## config.mk

```make
export PLATFORM = sky130hd
export DESIGN_NAME = acmac_back
export DESIGN_NICKNAME = d
export VERILOG_FILES = /design/src/sv/assert_macros.svh /design/src/sv/acmac_pkg.sv /design/src/sv/acmac_back.sv
export SDC_FILE = /design/constraint.sdc
export NUM_CORES = 1
export LEC_CHECK = 0
export ABC_AREA = 1
export BUFFER_PORTS_ARGS = -buffer_cell sky130_fd_sc_hd__buf_2
export CAP_MARGIN = 15
export CORE_ASPECT_RATIO = 1.2
export CORE_UTILIZATION = 50
export DETAILED_ROUTE_END_ITERATION = 6
export PLACE_DENSITY = 0.83
export RECOVER_POWER = 50
export REMOVE_ABC_BUFFERS = 1
export SYNTH_ARGS = -nofsm -noshare
export SYNTH_HDL_FRONTEND = slang
export SYNTH_SLANG_ARGS = --single-unit
export TNS_END_PERCENT = 50
```

## constraint.sdc

```tcl
create_clock -name clock -period 14.1 [get_ports clock]
set_input_delay 2.115 -clock clock [delete_from_list [all_inputs] [get_ports clock]]
set_output_delay 2.115 -clock clock [all_outputs]
set_load 0.1 [all_outputs]
```

## src/sv/assert_macros.svh

```systemverilog
// assertion macros used by acmac_aes_core
// no dependencies; define NO_ASSERTIONS to compile them out
`ifndef ASSERT_MACROS_SVH
`define ASSERT_MACROS_SVH
`ifndef NO_ASSERTIONS
`define AST_PROP(label, clk, rst, expr) \
   label: assert property (@(posedge clk) disable iff (rst) (expr)) \
      else $error("assertion failed");
`define AST_NEXT(label, clk, rst, cond, expr) \
   label: assert property (@(posedge clk) disable iff (rst) (cond) |=> (expr)) \
      else $error("assertion failed");
`else
`define AST_PROP(label, clk, rst, expr)
`define AST_NEXT(label, clk, rst, cond, expr)
`endif
`endif

```

## src/sv/acmac_pkg.sv

```systemverilog
// types, constants and aes helper functions of the cmac tag engine
// no dependencies; used by every module of the block
package acmac_pkg;

   localparam int BLOCK_BYTES = 16;
   localparam int QUEUE_DEPTH_DEFAULT = 4;
   localparam int AES_ROUNDS = 10;

   localparam logic [1:0] CMD_ABSORB  = 2'd0;
   localparam logic [1:0] CMD_FINISH  = 2'd1;
   localparam logic [1:0] CMD_RESTART = 2'd2;
   localparam logic [1:0] CMD_UNUSED  = 2'd3;

   localparam logic [0:0] REG_KEY_UPPER = 1'b0;
   localparam logic [0:0] REG_KEY_LOWER = 1'b1;

   localparam logic [7:0] PAD_BYTE = 8'h80;
   localparam logic [127:0] GF_POLY = 128'h87;

   typedef struct packed {
      logic [1:0] command;
      logic [7:0] data_byte;
   } req_type;

   typedef struct packed {
      logic [63:0] tag_upper;
      logic [63:0] tag_lower;
   } rsp_type;

   typedef struct packed {
      logic         start;
      logic [127:0] block;
   } aes_cmd_type;

   typedef struct packed {
      logic         done;
      logic [127:0] block;
   } aes_res_type;

   localparam logic [7:0] SBOX [256] = '{
      8'h63,8'h7c,8'h77,8'h7b,8'hf2,8'h6b,8'h6f,8'hc5,
      8'h30,8'h01,8'h67,8'h2b,8'hfe,8'hd7,8'hab,8'h76,
      8'hca,8'h82,8'hc9,8'h7d,8'hfa,8'h59,8'h47,8'hf0,
      8'had,8'hd4,8'ha2,8'haf,8'h9c,8'ha4,8'h72,8'hc0,
      8'hb7,8'hfd,8'h93,8'h26,8'h36,8'h3f,8'hf7,8'hcc,
      8'h34,8'ha5,8'he5,8'hf1,8'h71,8'hd8,8'h31,8'h15,
      8'h04,8'hc7,8'h23,8'hc3,8'h18,8'h96,8'h05,8'h9a,
      8'h07,8'h12,8'h80,8'he2,8'heb,8'h27,8'hb2,8'h75,
      8'h09,8'h83,8'h2c,8'h1a,8'h1b,8'h6e,8'h5a,8'ha0,
      8'h52,8'h3b,8'hd6,8'hb3,8'h29,8'he3,8'h2f,8'h84,
      8'h53,8'hd1,8'h00,8'hed,8'h20,8'hfc,8'hb1,8'h5b,
      8'h6a,8'hcb,8'hbe,8'h39,8'h4a,8'h4c,8'h58,8'hcf,
      8'hd0,8'hef,8'haa,8'hfb,8'h43,8'h4d,8'h33,8'h85,
      8'h45,8'hf9,8'h02,8'h7f,8'h50,8'h3c,8'h9f,8'ha8,
      8'h51,8'ha3,8'h40,8'h8f,8'h92,8'h9d,8'h38,8'hf5,
      8'hbc,8'hb6,8'hda,8'h21,8'h10,8'hff,8'hf3,8'hd2,
      8'hcd,8'h0c,8'h13,8'hec,8'h5f,8'h97,8'h44,8'h17,
      8'hc4,8'ha7,8'h7e,8'h3d,8'h64,8'h5d,8'h19,8'h73,
      8'h60,8'h81,8'h4f,8'hdc,8'h22,8'h2a,8'h90,8'h88,
      8'h46,8'hee,8'hb8,8'h14,8'hde,8'h5e,8'h0b,8'hdb,
      8'he0,8'h32,8'h3a,8'h0a,8'h49,8'h06,8'h24,8'h5c,
      8'hc2,8'hd3,8'hac,8'h62,8'h91,8'h95,8'he4,8'h79,
      8'he7,8'hc8,8'h37,8'h6d,8'h8d,8'hd5,8'h4e,8'ha9,
      8'h6c,8'h56,8'hf4,8'hea,8'h65,8'h7a,8'hae,8'h08,
      8'hba,8'h78,8'h25,8'h2e,8'h1c,8'ha6,8'hb4,8'hc6,
      8'he8,8'hdd,8'h74,8'h1f,8'h4b,8'hbd,8'h8b,8'h8a,
      8'h70,8'h3e,8'hb5,8'h66,8'h48,8'h03,8'hf6,8'h0e,
      8'h61,8'h35,8'h57,8'hb9,8'h86,8'hc1,8'h1d,8'h9e,
      8'he1,8'hf8,8'h98,8'h11,8'h69,8'hd9,8'h8e,8'h94,
      8'h9b,8'h1e,8'h87,8'he9,8'hce,8'h55,8'h28,8'hdf,
      8'h8c,8'ha1,8'h89,8'h0d,8'hbf,8'he6,8'h42,8'h68,
      8'h41,8'h99,8'h2d,8'h0f,8'hb0,8'h54,8'hbb,8'h16
   };

   function automatic logic [7:0] xt(input logic [7:0] x);
      return {x[6:0], 1'b0} ^ (x[7] ? 8'h1b : 8'h00);
   endfunction

   // sub bytes, shift rows and, except in the last round, mix columns
   function automatic logic [127:0] aes_round(input logic [127:0] s, input logic last);
      logic [7:0] b [16];
      logic [7:0] t [16];
      logic [7:0] a0, a1, a2, a3, e;
      logic [127:0] r;
      for (int k = 0; k < 16; k++) begin
         b[k] = s[127 - 8 * k -: 8];
      end
      for (int c = 0; c < 4; c++) begin
         for (int j = 0; j < 4; j++) begin
            t[j + 4 * c] = SBOX[b[j + 4 * ((c + j) & 3)]];
         end
      end
      if (!last) begin
         for (int c = 0; c < 4; c++) begin
            a0 = t[4 * c];
            a1 = t[4 * c + 1];
            a2 = t[4 * c + 2];
            a3 = t[4 * c + 3];
            e = a0 ^ a1 ^ a2 ^ a3;
            t[4 * c]     = a0 ^ e ^ xt(a0 ^ a1);
            t[4 * c + 1] = a1 ^ e ^ xt(a1 ^ a2);
            t[4 * c + 2] = a2 ^ e ^ xt(a2 ^ a3);
            t[4 * c + 3] = a3 ^ e ^ xt(a3 ^ a0);
         end
      end
      for (int k = 0; k < 16; k++) begin
         r[127 - 8 * k -: 8] = t[k];
      end
      return r;
   endfunction

   function automatic logic [127:0] key_expand(input logic [127:0] rk, input logic [7:0] rcon);
      logic [31:0] t, w0, w1, w2, w3;
      t = {SBOX[rk[23:16]] ^ rcon, SBOX[rk[15:8]], SBOX[rk[7:0]], SBOX[rk[31:24]]};
      w0 = rk[127:96] ^ t;
      w1 = rk[95:64] ^ w0;
      w2 = rk[63:32] ^ w1;
      w3 = rk[31:0] ^ w2;
      return {w0, w1, w2, w3};
   endfunction

   function automatic logic [127:0] gf_double(input logic [127:0] v);
      return {v[126:0], 1'b0} ^ (v[127] ? GF_POLY : 128'h0);
   endfunction

   // byte b placed at block position pos, byte 0 in the top bits
   function automatic logic [127:0] place_byte(input logic [3:0] pos, input logic [7:0] b);
      return {120'h0, b} << {4'hf - pos, 3'b000};
   endfunction

endpackage

```

## src/sv/acmac_back.sv

```systemverilog
// back part: chaining block, subkey derivation, tag output register
// depends on acmac_pkg; drives the aes core
module acmac_back (
   input  logic                   clock,
   input  logic                   reset,
   input  logic                   q_valid,
   input  acmac_pkg::req_type     q_item,
   output logic                   q_pop,
   output acmac_pkg::aes_cmd_type aes_cmd,
   input  acmac_pkg::aes_res_type aes_res,
   output logic                   rsp_valid,
   input  logic                   rsp_ready,
   output acmac_pkg::rsp_type     rsp_data
);

   typedef enum logic [3:0] {
      S_IDLE   = 4'b0001,
      S_CHAIN  = 4'b0010,
      S_SUBKEY = 4'b0100,
      S_TAG    = 4'b1000
   } state_type;

   state_type state_ff, state_in;
   logic [127:0] chain_ff, chain_in, sub_key;
   logic [3:0] fill_ff, fill_in;
   logic seen_ff, seen_in, k2_ff, k2_in;
   logic [7:0] hold_ff, hold_in;
   logic rsp_valid_ff, rsp_valid_in;
   acmac_pkg::rsp_type rsp_data_ff, rsp_data_in;

   assign rsp_valid = rsp_valid_ff;
   assign rsp_data = rsp_data_ff;

   always_comb begin
      sub_key = acmac_pkg::gf_double(aes_res.block);
      if (k2_ff) begin
         sub_key = acmac_pkg::gf_double(sub_key);
      end
   end

   always_comb begin
      state_in = state_ff;
      chain_in = chain_ff;
      fill_in = fill_ff;
      seen_in = seen_ff;
      k2_in = k2_ff;
      hold_in = hold_ff;
      rsp_valid_in = rsp_valid_ff && !rsp_ready;
      rsp_data_in = rsp_data_ff;
      q_pop = 1'b0;
      aes_cmd.start = 1'b0;
      aes_cmd.block = chain_ff;
      unique case (state_ff)
         S_IDLE: begin
            if (q_valid) begin
               unique case (q_item.command)
                  acmac_pkg::CMD_ABSORB: begin
                     q_pop = 1'b1;
                     if (seen_ff && fill_ff == 4'd0) begin
                        // full block is encrypted before this byte goes in
                        aes_cmd.start = 1'b1;
                        hold_in = q_item.data_byte;
                        state_in = S_CHAIN;
                     end else begin
                        chain_in = chain_ff ^ acmac_pkg::place_byte(fill_ff, q_item.data_byte);
                        fill_in = fill_ff + 1'b1;
                        seen_in = 1'b1;
                     end
                  end
                  acmac_pkg::CMD_FINISH: begin
                     // wait until the output register is free
                     if (!rsp_valid_ff) begin
                        q_pop = 1'b1;
                        aes_cmd.start = 1'b1;
                        aes_cmd.block = '0;
                        k2_in = (fill_ff != 4'd0) || !seen_ff;
                        if ((fill_ff != 4'd0) || !seen_ff) begin
                           chain_in = chain_ff ^ acmac_pkg::place_byte(fill_ff, acmac_pkg::PAD_BYTE);
                        end
                        state_in = S_SUBKEY;
                     end
                  end
                  acmac_pkg::CMD_RESTART: begin
                     q_pop = 1'b1;
                     chain_in = '0;
                     fill_in = '0;
                     seen_in = 1'b0;
                  end
                  default: begin
                     q_pop = 1'b1;
                  end
               endcase
            end
         end
         S_CHAIN: begin
            if (aes_res.done) begin
               chain_in = aes_res.block ^ acmac_pkg::place_byte(4'd0, hold_ff);
               fill_in = 4'd1;
               seen_in = 1'b1;
               state_in = S_IDLE;
            end
         end
         S_SUBKEY: begin
            if (aes_res.done) begin
               aes_cmd.start = 1'b1;
               aes_cmd.block = sub_key ^ chain_ff;
               state_in = S_TAG;
            end
         end
         S_TAG: begin
            if (aes_res.done) begin
               rsp_data_in.tag_upper = aes_res.block[127:64];
               rsp_data_in.tag_lower = aes_res.block[63:0];
               rsp_valid_in = 1'b1;
               chain_in = '0;
               fill_in = '0;
               seen_in = 1'b0;
               state_in = S_IDLE;
            end
         end
         default: begin
            state_in = S_IDLE;
         end
      endcase
   end

   always_ff @(posedge clock) begin
      if (reset) begin
         state_ff <= S_IDLE;
         chain_ff <= '0;
         fill_ff <= '0;
         seen_ff <= 1'b0;
         k2_ff <= 1'b0;
         rsp_valid_ff <= 1'b0;
      end else begin
         state_ff <= state_in;
         chain_ff <= chain_in;
         fill_ff <= fill_in;
         seen_ff <= seen_in;
         k2_ff <= k2_in;
         rsp_valid_ff <= rsp_valid_in;
      end
   end

   always_ff @(posedge clock) begin
      hold_ff <= hold_in;
      rsp_data_ff <= rsp_data_in;
   end

endmodule

```

==> results.toml <==
[route]
drc = 14
wirelength_um = 67600
dr.pass1.iters = 7
wl_per_cell_um = 18.7
first_iter_violations = 2265
antenna_left = 0
num_vias = 21400
via_per_inst = 5.91

[clock_network]
clock-sinks = 275
cts_setup_buffers = 0
cts_hold_repair.buffers = 0
numCtsBuffers = 31
clk_latency_ns = 0.60
cts_resized = 0
clockBufferDepth = 3
clk_pin_slew_ns = 0.06
clockRootBuffer = "clkbuf_16"
cts_tree = "yes"
htreeDepth = 1

[final_layout]
design_area_um2 = 21000
multi_input_area_um2 = 9840
seqCellArea_um2 = 6870
utilization_pct = 58.2
fill_cells = 3524
finalNonFillerCells = 3613
drive_gt1_share_pct = 7.71
syn2layout_area_growth_pct = 14.4
layout.nets = 3259

[place]
gp_congestion = 0.913
place_hpwl_um = 43100
place_area_um2 = 20300
dp_slack_ns = 7.29
place_inst = 3549
port_buffers = 401

[timing]
fin_crit_sh_pct = 70.3
slew_viol_final = 249
finalClockSkew_ns = 0.0158
finalWorstSetupSlack_ns = 4.19
max_slew_margin_pct = -219
worst_pin_slew_ns = 4.78
setup-tns-final_ns = 0
max_freq_ghz = 0.101
fin_crit_ns = 9.91
rsz0062_at_grt = "false"
finalSetupViolCount = 0
hold_viol = 0

[die]
die_area_um2 = 37500
chipHeight_um = 212
initial_core_util_pct = 50.9
fp.coreArea_um2 = 36000
ios = 402
row_count = 76
die_x_um = 177

[global_routing]
grt-ovfl-total = 0
grtUsageTotal_pct = 34.9
grt_pass1_wl_um = 103000
first_global_vias = 19900
antenna_found_initial = 9
grt_start_max_net_pins = 117

[synthesis]
yosys_warnings = 0
netlist.area_leader.share_pct = 22.3
netlist_area_um2 = 18400
async_reset_ff_share_pct = 0
synthCells = 2853
synth_area_leaders = "edfxtp_1, dfxtp_1, nand2_1"
synth_edf_count = 136
yosys.area.top_type = "edfxtp_1"
synth_most_common_cell = "nand2_1"
synth-seq-cells = 275
synthFlopType = "dfxtp_1"
synth_common_cells = "nand2_1, nor2_1, o21ai_0"
synthDistinctLibCells = 30
synth_area_per_cell_um2 = 6.43
ys_seq_area_share_pct = 37.4

[pwr]
p_int_mw = 1.56
pwr-share-comb_pct = 34.0
swShare_pct = 41.8
irDropWorstVdd_mv = 0.101
netSwitchingPower_mw = 1.12
power.leakage_nw = 8.92
seq_power_share_pct = 35.4
power_frac_clock_pct = 30.6
powerDensity_nw_per_um2 = 128

[worst_setup_path]
crit_arrival_ns = 7.80
cp_top_family = "buffers and inverters"
cpPeakStageDelay_ns = 2.04
critical_path_class = "input port to output pin"
cp_slowest_cell = "clkbuf_1"
critPathBufInv = 6
start_kind = "input port"
r2r_end = "chain_ff[29]$_SDFFE_PP0P_"
rrSetupSlack_ns = 9.21
worstPathMaxFanout = 67
path_cells = "clkbuf_1 > clkbuf_1 > inv_2 > nor2_1 > inv_1 > nor2_1 > o21ai_0 > o21ai_0 > nand2_1 > inv_1 > buf_2"
cp-end-kind = "output pin"
r2r_start = "fill_ff[1]$_SDFFE_PP0P_"
cp.required_ns = 11.98
reg2regPathDepth = 10

[worst_hold_path]
min_path_type = "flop to flop"
worstHoldEndpoint = "seen_ff$_SDFFE_PP0P_"
min_path_cells = 2
hp-start = "seen_ff$_SDFFE_PP0P_"

[run_status]
violations = "design-rule violations, max-capacitance violations, max-slew violations"
status = "finished, violations left"

[flow_run]
cap_violations = 4
[kinds of logic after synthesis]
kind of cell / count (synthesis) / share of synthesized area, %
XOR/XNOR: 4 / 0.191
multiplexers: 61 / 3.33
AO/OA/AOI/OAI: 411 / 11.4
flip-flops: 275 / 37.4
adder cells (fa/ha/maj): 2 / 0.136
AND/OR/NAND/NOR: 1684 / 38.2
buffers and inverters: 416 / 9.30
[flip-flops by register name (all words and copies together), names as in the netlist]
signal     flops
chain_ff     128
fill_ff        4
hold_ff        8
k2_ff          1
rsp_data     128
rsp_valid      1
seen_ff        1
state_ff       4
[layout by cell type, fill, tap and decap left out, drive strengths merged]
master    instances
nand4           122
o21ai           245
dfxtp           139
a31oi            28
o211ai            2
clkinvlp          2
mux2i            61
a21oi           135
or2              21
clkbuf          318
xor2              2
o21a              1
nand3           182
bufinv            2
clkinv            5
xnor2             2
nor2            576
edfxtp          136
buf             154
nand2           723
diode             6
nor3             60
inv             221
ha                2
[worst max-delay path by stage]
| stage | end | from | depth (start not counted) |
|---|---|---|---|
| after floorplan | aes_cmd[11] | q_valid | 5 |
| after global placement | aes_cmd[7] | aes_res[128] | 11 |
| after detailed placement | aes_cmd[7] | aes_res[128] | 11 |
| after CTS | aes_cmd[7] | aes_res[128] | 11 |
| after global routing | rsp_data[55]$_DFFE_PP_ | aes_res[128] | 6 |
| final | aes_cmd[7] | aes_res[128] | 11 |
[routing by layer]
layer	GRT usage (%)	up-vias	wire [um]
met5	0	-	36
met4	22.3	6	3890
met3	6.48	280	7160
met2	57.7	1382	31500
met1	41.4	9800	25000
li1	-	9887	-
[power groups by stage]
| stage | Combinational, mW | Sequential [mW] | Clock (mW) |
|---|---|---|---|
| global placement | 0.881 | 0.960 | 0 |
| finish | 0.912 | 0.950 | 0.823 |
| detailed placement | 0.903 | 0.965 | 0 |
| floorplan | 0.707 | 0.950 | 0 |
| global route | 0.976 | 0.957 | 0.856 |
| CTS | 0.907 | 0.948 | 0.828 |
[metrics by stage]
step                      power, mW  hold slack [ns]
final                          2.68            0.492
after global routing           2.79            0.534
after CTS                      2.68            0.487
after detailed placement       1.87            0.478
after global placement         1.84            0.470
after floorplan                1.66            0.454
[cell type report]
class	count	share of cell area (%)
Multi-Input combinational cell	2162	46.9
Inverter	222	4.01
Sequential cell	275	32.7
Tap cell	468	2.79
Clock buffer	50	4.37
Timing Repair Buffer	422	8.69
Clock inverter	8	0.465
Antenna cell	6	0.0715
[worst min-delay path, stage by stage (launching register included)]
cell     delay (ns)
dfxtp_1        0.32
nand2_1        0.06
a21oi_1        0.06
Note: power is estimated with default switching activity, not from simulation.
