[config.mk]
export PLATFORM = sky130hd
export DESIGN_NAME = acmac_front
export DESIGN_NICKNAME = d
export VERILOG_FILES = /design/src/sv/assert_macros.svh /design/src/sv/acmac_pkg.sv /design/src/sv/acmac_front.sv
export SDC_FILE = /design/constraint.sdc
export NUM_CORES = 1
export LEC_CHECK = 0
export BUFFER_PORTS_ARGS = -buffer_cell sky130_fd_sc_hd__buf_2
export CORE_MARGIN = 2
export CORE_UTILIZATION = 60
export CTS_BUF_LIST = sky130_fd_sc_hd__clkbuf_4
export CTS_CLUSTER_DIAMETER = 150
export DETAILED_ROUTE_END_ITERATION = 7
export PLACE_DENSITY = 0.91
export SYNTH_ARGS = -nofsm -noshare
export SYNTH_HDL_FRONTEND = slang
export SYNTH_SLANG_ARGS = --single-unit
[constraint.sdc]
create_clock -name clock -period 4.3 [get_ports clock]
set_input_delay 0.215 -clock clock [delete_from_list [all_inputs] [get_ports clock]]
set_output_delay 0.215 -clock clock [all_outputs]
set_load 0.01 [all_outputs]
[src/sv/assert_macros.svh]
// assertion macros used by acmac_aes_core
// no dependencies; define NO_ASSERTIONS to compile them out
`ifndef ASSERT_MACROS_SVH
`define ASSERT_MACROS_SVH
`ifndef NO_ASSERTIONS
`define AST_PROP(label, clk, rst, expr) \
   label: assert property (@(posedge clk) disable iff (rst) (expr)) \
      else $error("assertion failed");
`define AST_NEXT(label, clk, rst, cond, expr) \
   label: assert property (@(posedge clk) disable iff (rst) (cond) |=> (expr)) \
      else $error("assertion failed");
`else
`define AST_PROP(label, clk, rst, expr)
`define AST_NEXT(label, clk, rst, cond, expr)
`endif
`endif

[src/sv/acmac_pkg.sv]
// types, constants and aes helper functions of the cmac tag engine
// no dependencies; used by every module of the block
package acmac_pkg;

   localparam int BLOCK_BYTES = 16;
   localparam int QUEUE_DEPTH_DEFAULT = 4;
   localparam int AES_ROUNDS = 10;

   localparam logic [1:0] CMD_ABSORB  = 2'd0;
   localparam logic [1:0] CMD_FINISH  = 2'd1;
   localparam logic [1:0] CMD_RESTART = 2'd2;
   localparam logic [1:0] CMD_UNUSED  = 2'd3;

   localparam logic [0:0] REG_KEY_UPPER = 1'b0;
   localparam logic [0:0] REG_KEY_LOWER = 1'b1;

   localparam logic [7:0] PAD_BYTE = 8'h80;
   localparam logic [127:0] GF_POLY = 128'h87;

   typedef struct packed {
      logic [1:0] command;
      logic [7:0] data_byte;
   } req_type;

   typedef struct packed {
      logic [63:0] tag_upper;
      logic [63:0] tag_lower;
   } rsp_type;

   typedef struct packed {
      logic         start;
      logic [127:0] block;
   } aes_cmd_type;

   typedef struct packed {
      logic         done;
      logic [127:0] block;
   } aes_res_type;

   localparam logic [7:0] SBOX [256] = '{
      8'h63,8'h7c,8'h77,8'h7b,8'hf2,8'h6b,8'h6f,8'hc5,
      8'h30,8'h01,8'h67,8'h2b,8'hfe,8'hd7,8'hab,8'h76,
      8'hca,8'h82,8'hc9,8'h7d,8'hfa,8'h59,8'h47,8'hf0,
      8'had,8'hd4,8'ha2,8'haf,8'h9c,8'ha4,8'h72,8'hc0,
      8'hb7,8'hfd,8'h93,8'h26,8'h36,8'h3f,8'hf7,8'hcc,
      8'h34,8'ha5,8'he5,8'hf1,8'h71,8'hd8,8'h31,8'h15,
      8'h04,8'hc7,8'h23,8'hc3,8'h18,8'h96,8'h05,8'h9a,
      8'h07,8'h12,8'h80,8'he2,8'heb,8'h27,8'hb2,8'h75,
      8'h09,8'h83,8'h2c,8'h1a,8'h1b,8'h6e,8'h5a,8'ha0,
      8'h52,8'h3b,8'hd6,8'hb3,8'h29,8'he3,8'h2f,8'h84,
      8'h53,8'hd1,8'h00,8'hed,8'h20,8'hfc,8'hb1,8'h5b,
      8'h6a,8'hcb,8'hbe,8'h39,8'h4a,8'h4c,8'h58,8'hcf,
      8'hd0,8'hef,8'haa,8'hfb,8'h43,8'h4d,8'h33,8'h85,
      8'h45,8'hf9,8'h02,8'h7f,8'h50,8'h3c,8'h9f,8'ha8,
      8'h51,8'ha3,8'h40,8'h8f,8'h92,8'h9d,8'h38,8'hf5,
      8'hbc,8'hb6,8'hda,8'h21,8'h10,8'hff,8'hf3,8'hd2,
      8'hcd,8'h0c,8'h13,8'hec,8'h5f,8'h97,8'h44,8'h17,
      8'hc4,8'ha7,8'h7e,8'h3d,8'h64,8'h5d,8'h19,8'h73,
      8'h60,8'h81,8'h4f,8'hdc,8'h22,8'h2a,8'h90,8'h88,
      8'h46,8'hee,8'hb8,8'h14,8'hde,8'h5e,8'h0b,8'hdb,
      8'he0,8'h32,8'h3a,8'h0a,8'h49,8'h06,8'h24,8'h5c,
      8'hc2,8'hd3,8'hac,8'h62,8'h91,8'h95,8'he4,8'h79,
      8'he7,8'hc8,8'h37,8'h6d,8'h8d,8'hd5,8'h4e,8'ha9,
      8'h6c,8'h56,8'hf4,8'hea,8'h65,8'h7a,8'hae,8'h08,
      8'hba,8'h78,8'h25,8'h2e,8'h1c,8'ha6,8'hb4,8'hc6,
      8'he8,8'hdd,8'h74,8'h1f,8'h4b,8'hbd,8'h8b,8'h8a,
      8'h70,8'h3e,8'hb5,8'h66,8'h48,8'h03,8'hf6,8'h0e,
      8'h61,8'h35,8'h57,8'hb9,8'h86,8'hc1,8'h1d,8'h9e,
      8'he1,8'hf8,8'h98,8'h11,8'h69,8'hd9,8'h8e,8'h94,
      8'h9b,8'h1e,8'h87,8'he9,8'hce,8'h55,8'h28,8'hdf,
      8'h8c,8'ha1,8'h89,8'h0d,8'hbf,8'he6,8'h42,8'h68,
      8'h41,8'h99,8'h2d,8'h0f,8'hb0,8'h54,8'hbb,8'h16
   };

   function automatic logic [7:0] xt(input logic [7:0] x);
      return {x[6:0], 1'b0} ^ (x[7] ? 8'h1b : 8'h00);
   endfunction

   // sub bytes, shift rows and, except in the last round, mix columns
   function automatic logic [127:0] aes_round(input logic [127:0] s, input logic last);
      logic [7:0] b [16];
      logic [7:0] t [16];
      logic [7:0] a0, a1, a2, a3, e;
      logic [127:0] r;
      for (int k = 0; k < 16; k++) begin
         b[k] = s[127 - 8 * k -: 8];
      end
      for (int c = 0; c < 4; c++) begin
         for (int j = 0; j < 4; j++) begin
            t[j + 4 * c] = SBOX[b[j + 4 * ((c + j) & 3)]];
         end
      end
      if (!last) begin
         for (int c = 0; c < 4; c++) begin
            a0 = t[4 * c];
            a1 = t[4 * c + 1];
            a2 = t[4 * c + 2];
            a3 = t[4 * c + 3];
            e = a0 ^ a1 ^ a2 ^ a3;
            t[4 * c]     = a0 ^ e ^ xt(a0 ^ a1);
            t[4 * c + 1] = a1 ^ e ^ xt(a1 ^ a2);
            t[4 * c + 2] = a2 ^ e ^ xt(a2 ^ a3);
            t[4 * c + 3] = a3 ^ e ^ xt(a3 ^ a0);
         end
      end
      for (int k = 0; k < 16; k++) begin
         r[127 - 8 * k -: 8] = t[k];
      end
      return r;
   endfunction

   function automatic logic [127:0] key_expand(input logic [127:0] rk, input logic [7:0] rcon);
      logic [31:0] t, w0, w1, w2, w3;
      t = {SBOX[rk[23:16]] ^ rcon, SBOX[rk[15:8]], SBOX[rk[7:0]], SBOX[rk[31:24]]};
      w0 = rk[127:96] ^ t;
      w1 = rk[95:64] ^ w0;
      w2 = rk[63:32] ^ w1;
      w3 = rk[31:0] ^ w2;
      return {w0, w1, w2, w3};
   endfunction

   function automatic logic [127:0] gf_double(input logic [127:0] v);
      return {v[126:0], 1'b0} ^ (v[127] ? GF_POLY : 128'h0);
   endfunction

   // byte b placed at block position pos, byte 0 in the top bits
   function automatic logic [127:0] place_byte(input logic [3:0] pos, input logic [7:0] b);
      return {120'h0, b} << {4'hf - pos, 3'b000};
   endfunction

endpackage

[src/sv/acmac_front.sv]
// front part: accepts request items, drops unused commands, queues the rest
// depends on acmac_pkg
module acmac_front #(
   parameter int QUEUE_DEPTH = acmac_pkg::QUEUE_DEPTH_DEFAULT
) (
   input  logic               clock,
   input  logic               reset,
   input  logic               req_valid,
   output logic               req_ready,
   input  acmac_pkg::req_type req_data,
   output logic               q_valid,
   output acmac_pkg::req_type q_item,
   input  logic               q_pop
);

   localparam int PTR_W = (QUEUE_DEPTH > 1) ? $clog2(QUEUE_DEPTH) : 1;
   localparam int CNT_W = $clog2(QUEUE_DEPTH + 1);

   acmac_pkg::req_type entries_ff [QUEUE_DEPTH];
   logic [PTR_W-1:0] wr_ptr_ff, wr_ptr_in, rd_ptr_ff, rd_ptr_in;
   logic [CNT_W-1:0] count_ff, count_in;
   logic push, pop;

   assign req_ready = (count_ff != CNT_W'(QUEUE_DEPTH));
   assign q_valid = (count_ff != '0);
   assign q_item = entries_ff[rd_ptr_ff];
   assign pop = q_pop && q_valid;
   // command 3 is a no-op and never enters the queue
   assign push = req_valid && req_ready && (req_data.command != acmac_pkg::CMD_UNUSED);

   always_comb begin
      wr_ptr_in = wr_ptr_ff;
      rd_ptr_in = rd_ptr_ff;
      count_in = count_ff;
      if (push) begin
         wr_ptr_in = (wr_ptr_ff == PTR_W'(QUEUE_DEPTH - 1)) ? '0 : wr_ptr_ff + 1'b1;
      end
      if (pop) begin
         rd_ptr_in = (rd_ptr_ff == PTR_W'(QUEUE_DEPTH - 1)) ? '0 : rd_ptr_ff + 1'b1;
      end
      if (push && !pop) begin
         count_in = count_ff + 1'b1;
      end else if (pop && !push) begin
         count_in = count_ff - 1'b1;
      end
   end

   always_ff @(posedge clock) begin
      if (reset) begin
         wr_ptr_ff <= '0;
         rd_ptr_ff <= '0;
         count_ff <= '0;
      end else begin
         wr_ptr_ff <= wr_ptr_in;
         rd_ptr_ff <= rd_ptr_in;
         count_ff <= count_in;
      end
   end

   always_ff @(posedge clock) begin
      if (push) begin
         entries_ff[wr_ptr_ff] <= req_data;
      end
   end

endmodule

==> results of run 1 <==
## sequential cells by signal, indices dropped and copies added (netlist names), named ones only
name        count
wr_ptr_ff       2
rd_ptr_ff       2
entries_ff     40
count_ff        3
## cell usage after synthesis (all sizes together), types with 2 or more instances
| library cell | instances |
|---|---|
| mux2i | 3 |
| or3 | 3 |
| nand2 | 2 |
| nand2b | 2 |
| edfxtp | 40 |
| a21oi | 2 |
| dfxtp | 9 |
| inv | 3 |
| nor2 | 4 |
| mux4 | 10 |
| buf | 3 |
| xor2 | 2 |
| and2 | 4 |
| ha | 6 |
## final timing paths
kind | to | slack, ns
worst max register to register | count_ff[2] | 1.88
worst max-delay path | count_ff[2] | 1.88
worst min-delay path | entries_ff[3][4] | 0.07
worst min register to register | rd_ptr_ff[0] | 0.52
## worst max-delay path, delay by kind of cell, from the launching register on
| kind | cells | cell delay (ns) |
|---|---|---|
| AND/OR/NAND/NOR | 1 | 0.41 |
| buffers and inverters | 1 | 0.06 |
| AO/OA/AOI/OAI | 2 | 0.68 |
| adder cells (fa/ha/maj) | 2 | 0.67 |
| flip-flops | 1 | 0.38 |
| XOR/XNOR | 1 | 0.16 |
## final cells by class
type | instances | area [um^2] | area share (%)
Tap cell | 44 | 55.05 | 2.570
Clock buffer | 7 | 52.55 | 2.453
Timing Repair Buffer | 25 | 125.1 | 5.841
Clock inverter | 1 | 5.005 | 0.2336
Multi-Input combinational cell | 45 | 511.7 | 23.89
Inverter | 3 | 11.26 | 0.5257
Sequential cell | 49 | 1381 | 64.49
## per-stage QoR
step,total power [mW],std cells,setup WS [ns]
finish,1.087,174,1.876
global route,1.146,174,1.690
CTS,1.100,174,1.850
detailed placement,0.8979,166,1.874
global placement,0.8819,166,2.045
floorplan,0.8119,101,2.112
## per-layer routing
| layer | track usage [%] | up-vias | wire (um) |
|---|---|---|---|
| met5 | 0 | - | 0 |
| met4 | 10.25 | 0 | 43 |
| met3 | 4.051 | 6 | 131 |
| met2 | 30.72 | 28 | 1423 |
| met1 | 19.08 | 462 | 1157 |
| li1 | - | 445 | - |
## cell families (layout without fill, tap and decap cells)
group | after synthesis | after routing | synth area share, %
AOI/OAI and AO/OA | 4 | 4 | 1.168
xor gates and xnor gates | 2 | 2 | 0.9087
adders and majority gates | 7 | 7 | 4.932
and+or+nand+nor | 18 | 18 | 5.516
buffers and inverters | 7 | 36 | 1.816
DFF | 49 | 49 | 71.64
muxes | 14 | 14 | 14.02
## power groups by stage
stage	clock [mW]	sequential [mW]	combinational [mW]
finish	0.206	0.619	0.262
global route	0.224	0.630	0.292
CTS	0.212	0.623	0.266
detailed placement	0	0.633	0.264
global placement	0	0.628	0.254
floorplan	0	0.598	0.214
==> results by group, run 1 <==
Outcome
  • Status: finished clean

STA
  • Final min period: approximately 2.4 ns
  • Fin. max-slew vios: 0
  • Setup TNS: 0 ns
  • Final cycle utilization of the critical path: 56.37%
  • Final hold vios: 0
  • Worst Skew: around 0.012 ns
  • Actual slew at the worst max-slew pin: roughly 0.66 ns
  • Max Fclk: slightly above 0.4 GHz
  • RSZ-0062 raised after global routing: no
  • Relative slew slack: between 50 and 60%
  • Hold Slack: approximately 0.068 ns
  • Finish-stage setup viols: 0

Global routing
  • Gr usage total: 17.41%
  • Vias in the first global route: around 1000
  • Largest net degree at the start of global routing: 15
  • First-pass GRT wire length: 4319 um
  • Total grt overflow: 0
  • Antenna violations before repair: 0

Layout
  • Ant diodes: 0
  • Layout Utilization: ~70%
  • Commonest non-fill, non-tap cell in the layout: edfxtp_1
  • Most frequent cells in the layout: 40 x edfxtp_1, 25 x buf_2, 10 x mux4_2
  • Finished Cell Area: about 2100 um^2
  • Area Growth Syn to Fin: 11.10%
  • Share of cells above drive strength 1: between 30% and 40%
  • Fin nets: 150
  • Fillers: 225

Synth
  • Mean post-synth cell area: 19.09 um^2
  • Syn. warnings: 0
  • Commonest register cell after synthesis: edfxtp_1
  • Mapped Cells: 101
  • Yosys top cell area share: 62.30%
  • Synth Cell Area: approximately 1900 um^2
  • Post-synth EDFFs: 40
  • Yosys cell types: 25
  • Area leader, netlist: edfxtp_1
  • Seq/Total Area, Yosys: a little under three quarters
  • Synth Register Bits: between 40 and 50
  • Area contributors post-synth: edfxtp_1 62%, mux4_2 12%, dfxtp_1 9.3%, ha_1 3.9%, mux2i_1 1.6%
  • Async S/R FF share, synth: 0%
  • Syn_nets: about 120

Power and ir drop
  • Clock network fraction of total power: 18.9%
  • VDD IR-drop max: ~290 uV
  • Sequential share of power: a little under three fifths
  • Sw Share: between 20 and 30%
  • Lkg Pwr: around 0.78 nW
  • Psw: about 300 uW
  • Logic pwr share: around a quarter
  • Internal power: 789.2 uW
  • Power Density: roughly 510 nW/um^2

Critical path
  • Largest stage delay, worst path: around 0.53 ns
  • Worst R2R Path Depth: 7
  • CP Class: register to register
  • CP Cell Sequence: o31ai_1 > ha_1 > inv_1 > fa_1 > xor2_1 > or3_2 > a21oi_1
  • Reg-to-Reg Start: count_ff[0]
  • Worst Path Required: 4.59 ns
  • CP arrival: approximately 2.7 ns
  • Slowest CP cell: o31ai_1
  • Crit end category: register
  • Worst setup startpoint: count_ff[0]
  • Crit start category: register
  • Crit Path Max Fanout: 5

Min path
  • Hold Path Class: primary input to register
  • Worst hold path depth: 1
  • Hold path start: req_data[4]

Clocking
  • PostCTS Resize Cnt: 0
  • Reg clk slew, reported paths: approximately 0.13 ns
  • Setup bufs post-CTS: 0
  • Sink Count: 49
  • Max Root-Sink Buffers: 2
  • Total CTS buffers: 5
  • CTS tree: done
  • H-tree levels: 2
  • Hold_buf cts: 0
  • Skew-Pair Late Insertion Delay: approximately 0.35 ns
  • Root Buffer: clkbuf_4

Placement
  • Post-DP Area: around 2100 um^2
  • IO buf count: 25
  • Post-DP HPWL: 1926 um
  • Final Wtd Congestion: 0.6635

Route
  • Vias after detailed routing: around 940
  • DRC viols: 0
  • Vias per inst: about 5.4
  • Pre-antenna DRT Iters: 4
  • Routed WL: between 2000 and 3000 um
  • DR iter-0 viols: 50
  • Remaining antenna violation count after routing: 0
  • DR WL/cell: around 16 um

Floorplan
  • Row count: 20
  • Die height: ~61 um
  • Die area: ~3700 um^2
  • # IOs: 26
  • Total core area: ~3000 um^2
  • Chip width: roughly 60 um
  • Starting Density: between 60% and 70%

Run
  • Maxcap violations: 0
No activity file was read; power rests on OpenSTA's default activity.
==> inputs of run 2 (changes only) <==
- CORE_UTILIZATION: 60 -> 59
- PLACE_DENSITY: 0.91 -> 0.89
- clock period: 4.3 -> 2.32 ns (I/O delays scaled with it)
==> run 2 against run 1 <==
Net effect:
- die area increased by 1.6%
- sequential power increased by 84%
- worst hold slack got worse by 0.050 ns
- via count increased by 7.5%
- cell area rose by 7.8%
- critical path depth is 1 higher
- clock power is 140% higher
- fmax rose by 8.1%
==> results by group, run 2 (synthesis gave the netlist of run 1 again) <==
Clocking
  • Skew-Pair Late Insertion Delay: 0.36 ns (about the same)
  • Root Buffer: clkbuf_4
  • H-tree levels: 2 (unchanged)
  • Max Root-Sink Buffers: 2 (unchanged)
  • CTS tree: done
  • Total CTS buffers: 5 (unchanged)
  • Reg clk slew, reported paths: 0.13 ns (about the same)
  • Sink Count: 49 (unchanged)

STA
  • Final hold vios: 0 (unchanged)
  • Final cycle utilization of the critical path: 96.67% (+40 points)
  • Final min period: 2.243 ns (-0.1814 ns)
  • Finish-stage setup viols: 0 (unchanged)
  • Max Fclk: 0.4459 GHz (+8.1%)
  • Hold Slack: 0.01812 ns (-0.05034 ns)
  • Actual slew at the worst max-slew pin: 0.4760 ns (-0.1827 ns)
  • Fin. max-slew vios: 0 (unchanged)
  • Worst Skew: 0.01047 ns (-0.001370 ns)
  • Setup TNS: 0 ns (unchanged)
  • Relative slew slack: 68.23% (+12 points)
  • Worst setup margin: 0.07731 ns (-1.799 ns)

Floorplan
  • Starting Density: 62.64% (-0.51 points)
  • Die height: 61.17 um (+0.79%)
  • Die area: 3741 um^2 (+1.6%)
  • Total core area: 3078 um^2 (+0.82%)
  • Chip width: 61.17 um (+0.79%)
  • # IOs: 26 (unchanged)
  • Row count: 20 (unchanged)

Power and ir drop
  • Lkg Pwr: 0.8425 nW (+8.6%)
  • Internal power: 1.604 mW (+100%)
  • Logic pwr share: 25.7% (+1.6 points)
  • Power Density: 951.1 nW/um^2 (+87%)
  • Clock network fraction of total power: 22.2% (+3.3 points)
  • VDD IR-drop max: 731.0 uV (+150%)
  • Power Total: 2.196 mW (+100%)
  • Sequential share of power: 52.1% (-4.9 points)
  • Sw Share: 26.93% (-0.46 points)
  • Psw: 591.3 uW (+99%)

Route
  • Vias after detailed routing: 1012 (+7.5%)
  • DR iter-0 viols: 31 (-38%)
  • DR WL/cell: 17.79 um (+12%)
  • DRC viols: 0 (unchanged)
  • Routed WL: 3327 um (+21%)
  • Remaining antenna violation count after routing: 0 (unchanged)
  • Pre-antenna DRT Iters: 4 (unchanged)
  • Vias per inst: 5.412 (about the same)

Placement
  • Placed cell count: 169 (+1.8%)
  • Final Wtd Congestion: 0.7399 (+12%)
  • Post-DP Area: 2107 um^2 (+1.1%)
  • IO buf count: 25 (unchanged)
  • Post-DP HPWL: 2299 um (+19%)
  • DP Worst Slack: 0.03646 ns (-1.838 ns)

Critical path
  • Crit Path Max Fanout: 5 (unchanged)
  • Slowest CP cell: or3_2
  • CP Class: register to register
  • CP arrival: 2.54 ns (-0.17 ns)
  • Delay-heaviest family, CP: simple AND/OR/NAND/NOR gates
  • Buf/Inv on CP: 1 (unchanged)
  • Crit end category: register
  • Worst Path Required: 2.61 ns (-1.98 ns)
  • Crit start category: register
  • Largest stage delay, worst path: 0.44 ns (-0.09 ns)
  • Worst path depth: 8 (+1)
  • R2R Setup Slk: 0.08 ns (-1.80 ns)
  • CP Cell Sequence: or3b_1 > and3_4 > ha_1 > inv_1 > fa_1 > xor2_1 > or3_2 > a21oi_2
  • Worst R2R Path Depth: 8 (+1)

Layout
  • Finished Cell Area: 2308 um^2 (+7.8%)
  • Area Growth Syn to Fin: 19.73%
  • Fin nets: 163 (+8.7%)
  • Biggest regs: entries_ff x40, count_ff x3
  • Commonest non-fill, non-tap cell in the layout: edfxtp_1
  • Ant diodes: 0 (unchanged)
  • Largest reg by FF count: entries_ff
  • Share of cells above drive strength 1: 41.26% (+2.8 points)
  • Layout Utilization: 75.00% (+4.8 points)
  • Largest register FFs: 40 (unchanged)
  • Most frequent cells in the layout: 40 x edfxtp_1, 25 x buf_2, 10 x mux4_2, 10 x dlygate4sd3_1
  • Non-filler cells, final: 187 (+7.5%)
  • Fillers: 182 (-19%)

Global routing
  • Antenna violations before repair: 0 (unchanged)
  • Largest net degree at the start of global routing: 15 (unchanged)
  • Total grt overflow: 0 (unchanged)
  • Gr usage total: 21.20% (+3.8 points)
  • Vias in the first global route: 1088 (+8.6%)
  • First-pass GRT wire length: 5292 um (+23%)

Min path
  • Hold Path Class: primary input to register
  • Worst hold path depth: 2 (+1)

Run
  • Maxcap violations: 0 (unchanged)

Outcome
  • Status: finished clean
==> run 2: changes by cell type in the layout (fill, tap and decap cells not counted), moves of 2 or more <==
cell	previous run	this run
dlygate4sd3_1	0	10
buf_4	0	3
dfxtp_1	9	6
dfxtp_4	0	2
==> run 2: layout make-up <==
| cell class | count | area [um^2] | share of cell area [%] |
|---|---|---|---|
| flip-flops and latches | 49 | 1390 | 60.22 |
| multi-input cells | 45 | 525.5 | 22.76 |
| well taps | 44 | 55.05 | 2.385 |
| repair buffers | 38 | 247.7 | 10.73 |
| clock inverters | 2 | 33.78 | 1.463 |
| inverters | 3 | 11.26 | 0.4878 |
| clock buffers | 6 | 45.04 | 1.951 |
==> run 2: power groups by stage <==
stage | registers (mW) | logic, mW | clock network (mW)
6_report | 1.14 | 0.565 | 0.487
5_1_grt | 1.16 | 0.623 | 0.528
4_1_cts | 1.14 | 0.561 | 0.492
3_5_place_dp | 1.16 | 0.543 | 0
3_3_place_gp | 1.14 | 0.512 | 0
2_1_floorplan | 1.11 | 0.397 | 0
==> run 2: path summary, 6_finish.rpt <==
| kind | start | end |
|---|---|---|
| min reg2reg | rd_ptr_ff[0] | register |
| min | reset | count_ff[2] |
| max | count_ff[1] | count_ff[2] |
| max reg2reg | count_ff[1] | count_ff[2] |
==> run 2: what timing repair did <==
item                       in CTS  in global routing
buffers inserted                0                  0
gates resized for setup         0                  8
setup endpoints to repair       0                  1
hold buffers                   10                  0
hold endpoints to repair       40                  0
==> run 2: worst register-to-register path, delay by kind of cell (launching register included) <==
| family | cells | cell delay (ns) |
|---|---|---|
| simple gates | 3 | 1.06 |
| fa+ha+maj | 2 | 0.40 |
| flops | 1 | 0.38 |
| compound gates | 1 | 0.16 |
| buf+inv | 1 | 0.09 |
| xor+xnor | 1 | 0.08 |
==> run 2: routing by layer <==
| layer | wire [um] | global-route usage (%) | vias up | share of wire, % |
|---|---|---|---|---|
| met5 | 0 | 0 | - | 0 |
| met4 | 51 | 7.453 | 0 | 1.5 |
| met3 | 210 | 7.563 | 8 | 6.3 |
| met2 | 1867 | 38.60 | 41 | 56 |
| met1 | 1197 | 22.60 | 493 | 36 |
| li1 | - | - | 470 | - |
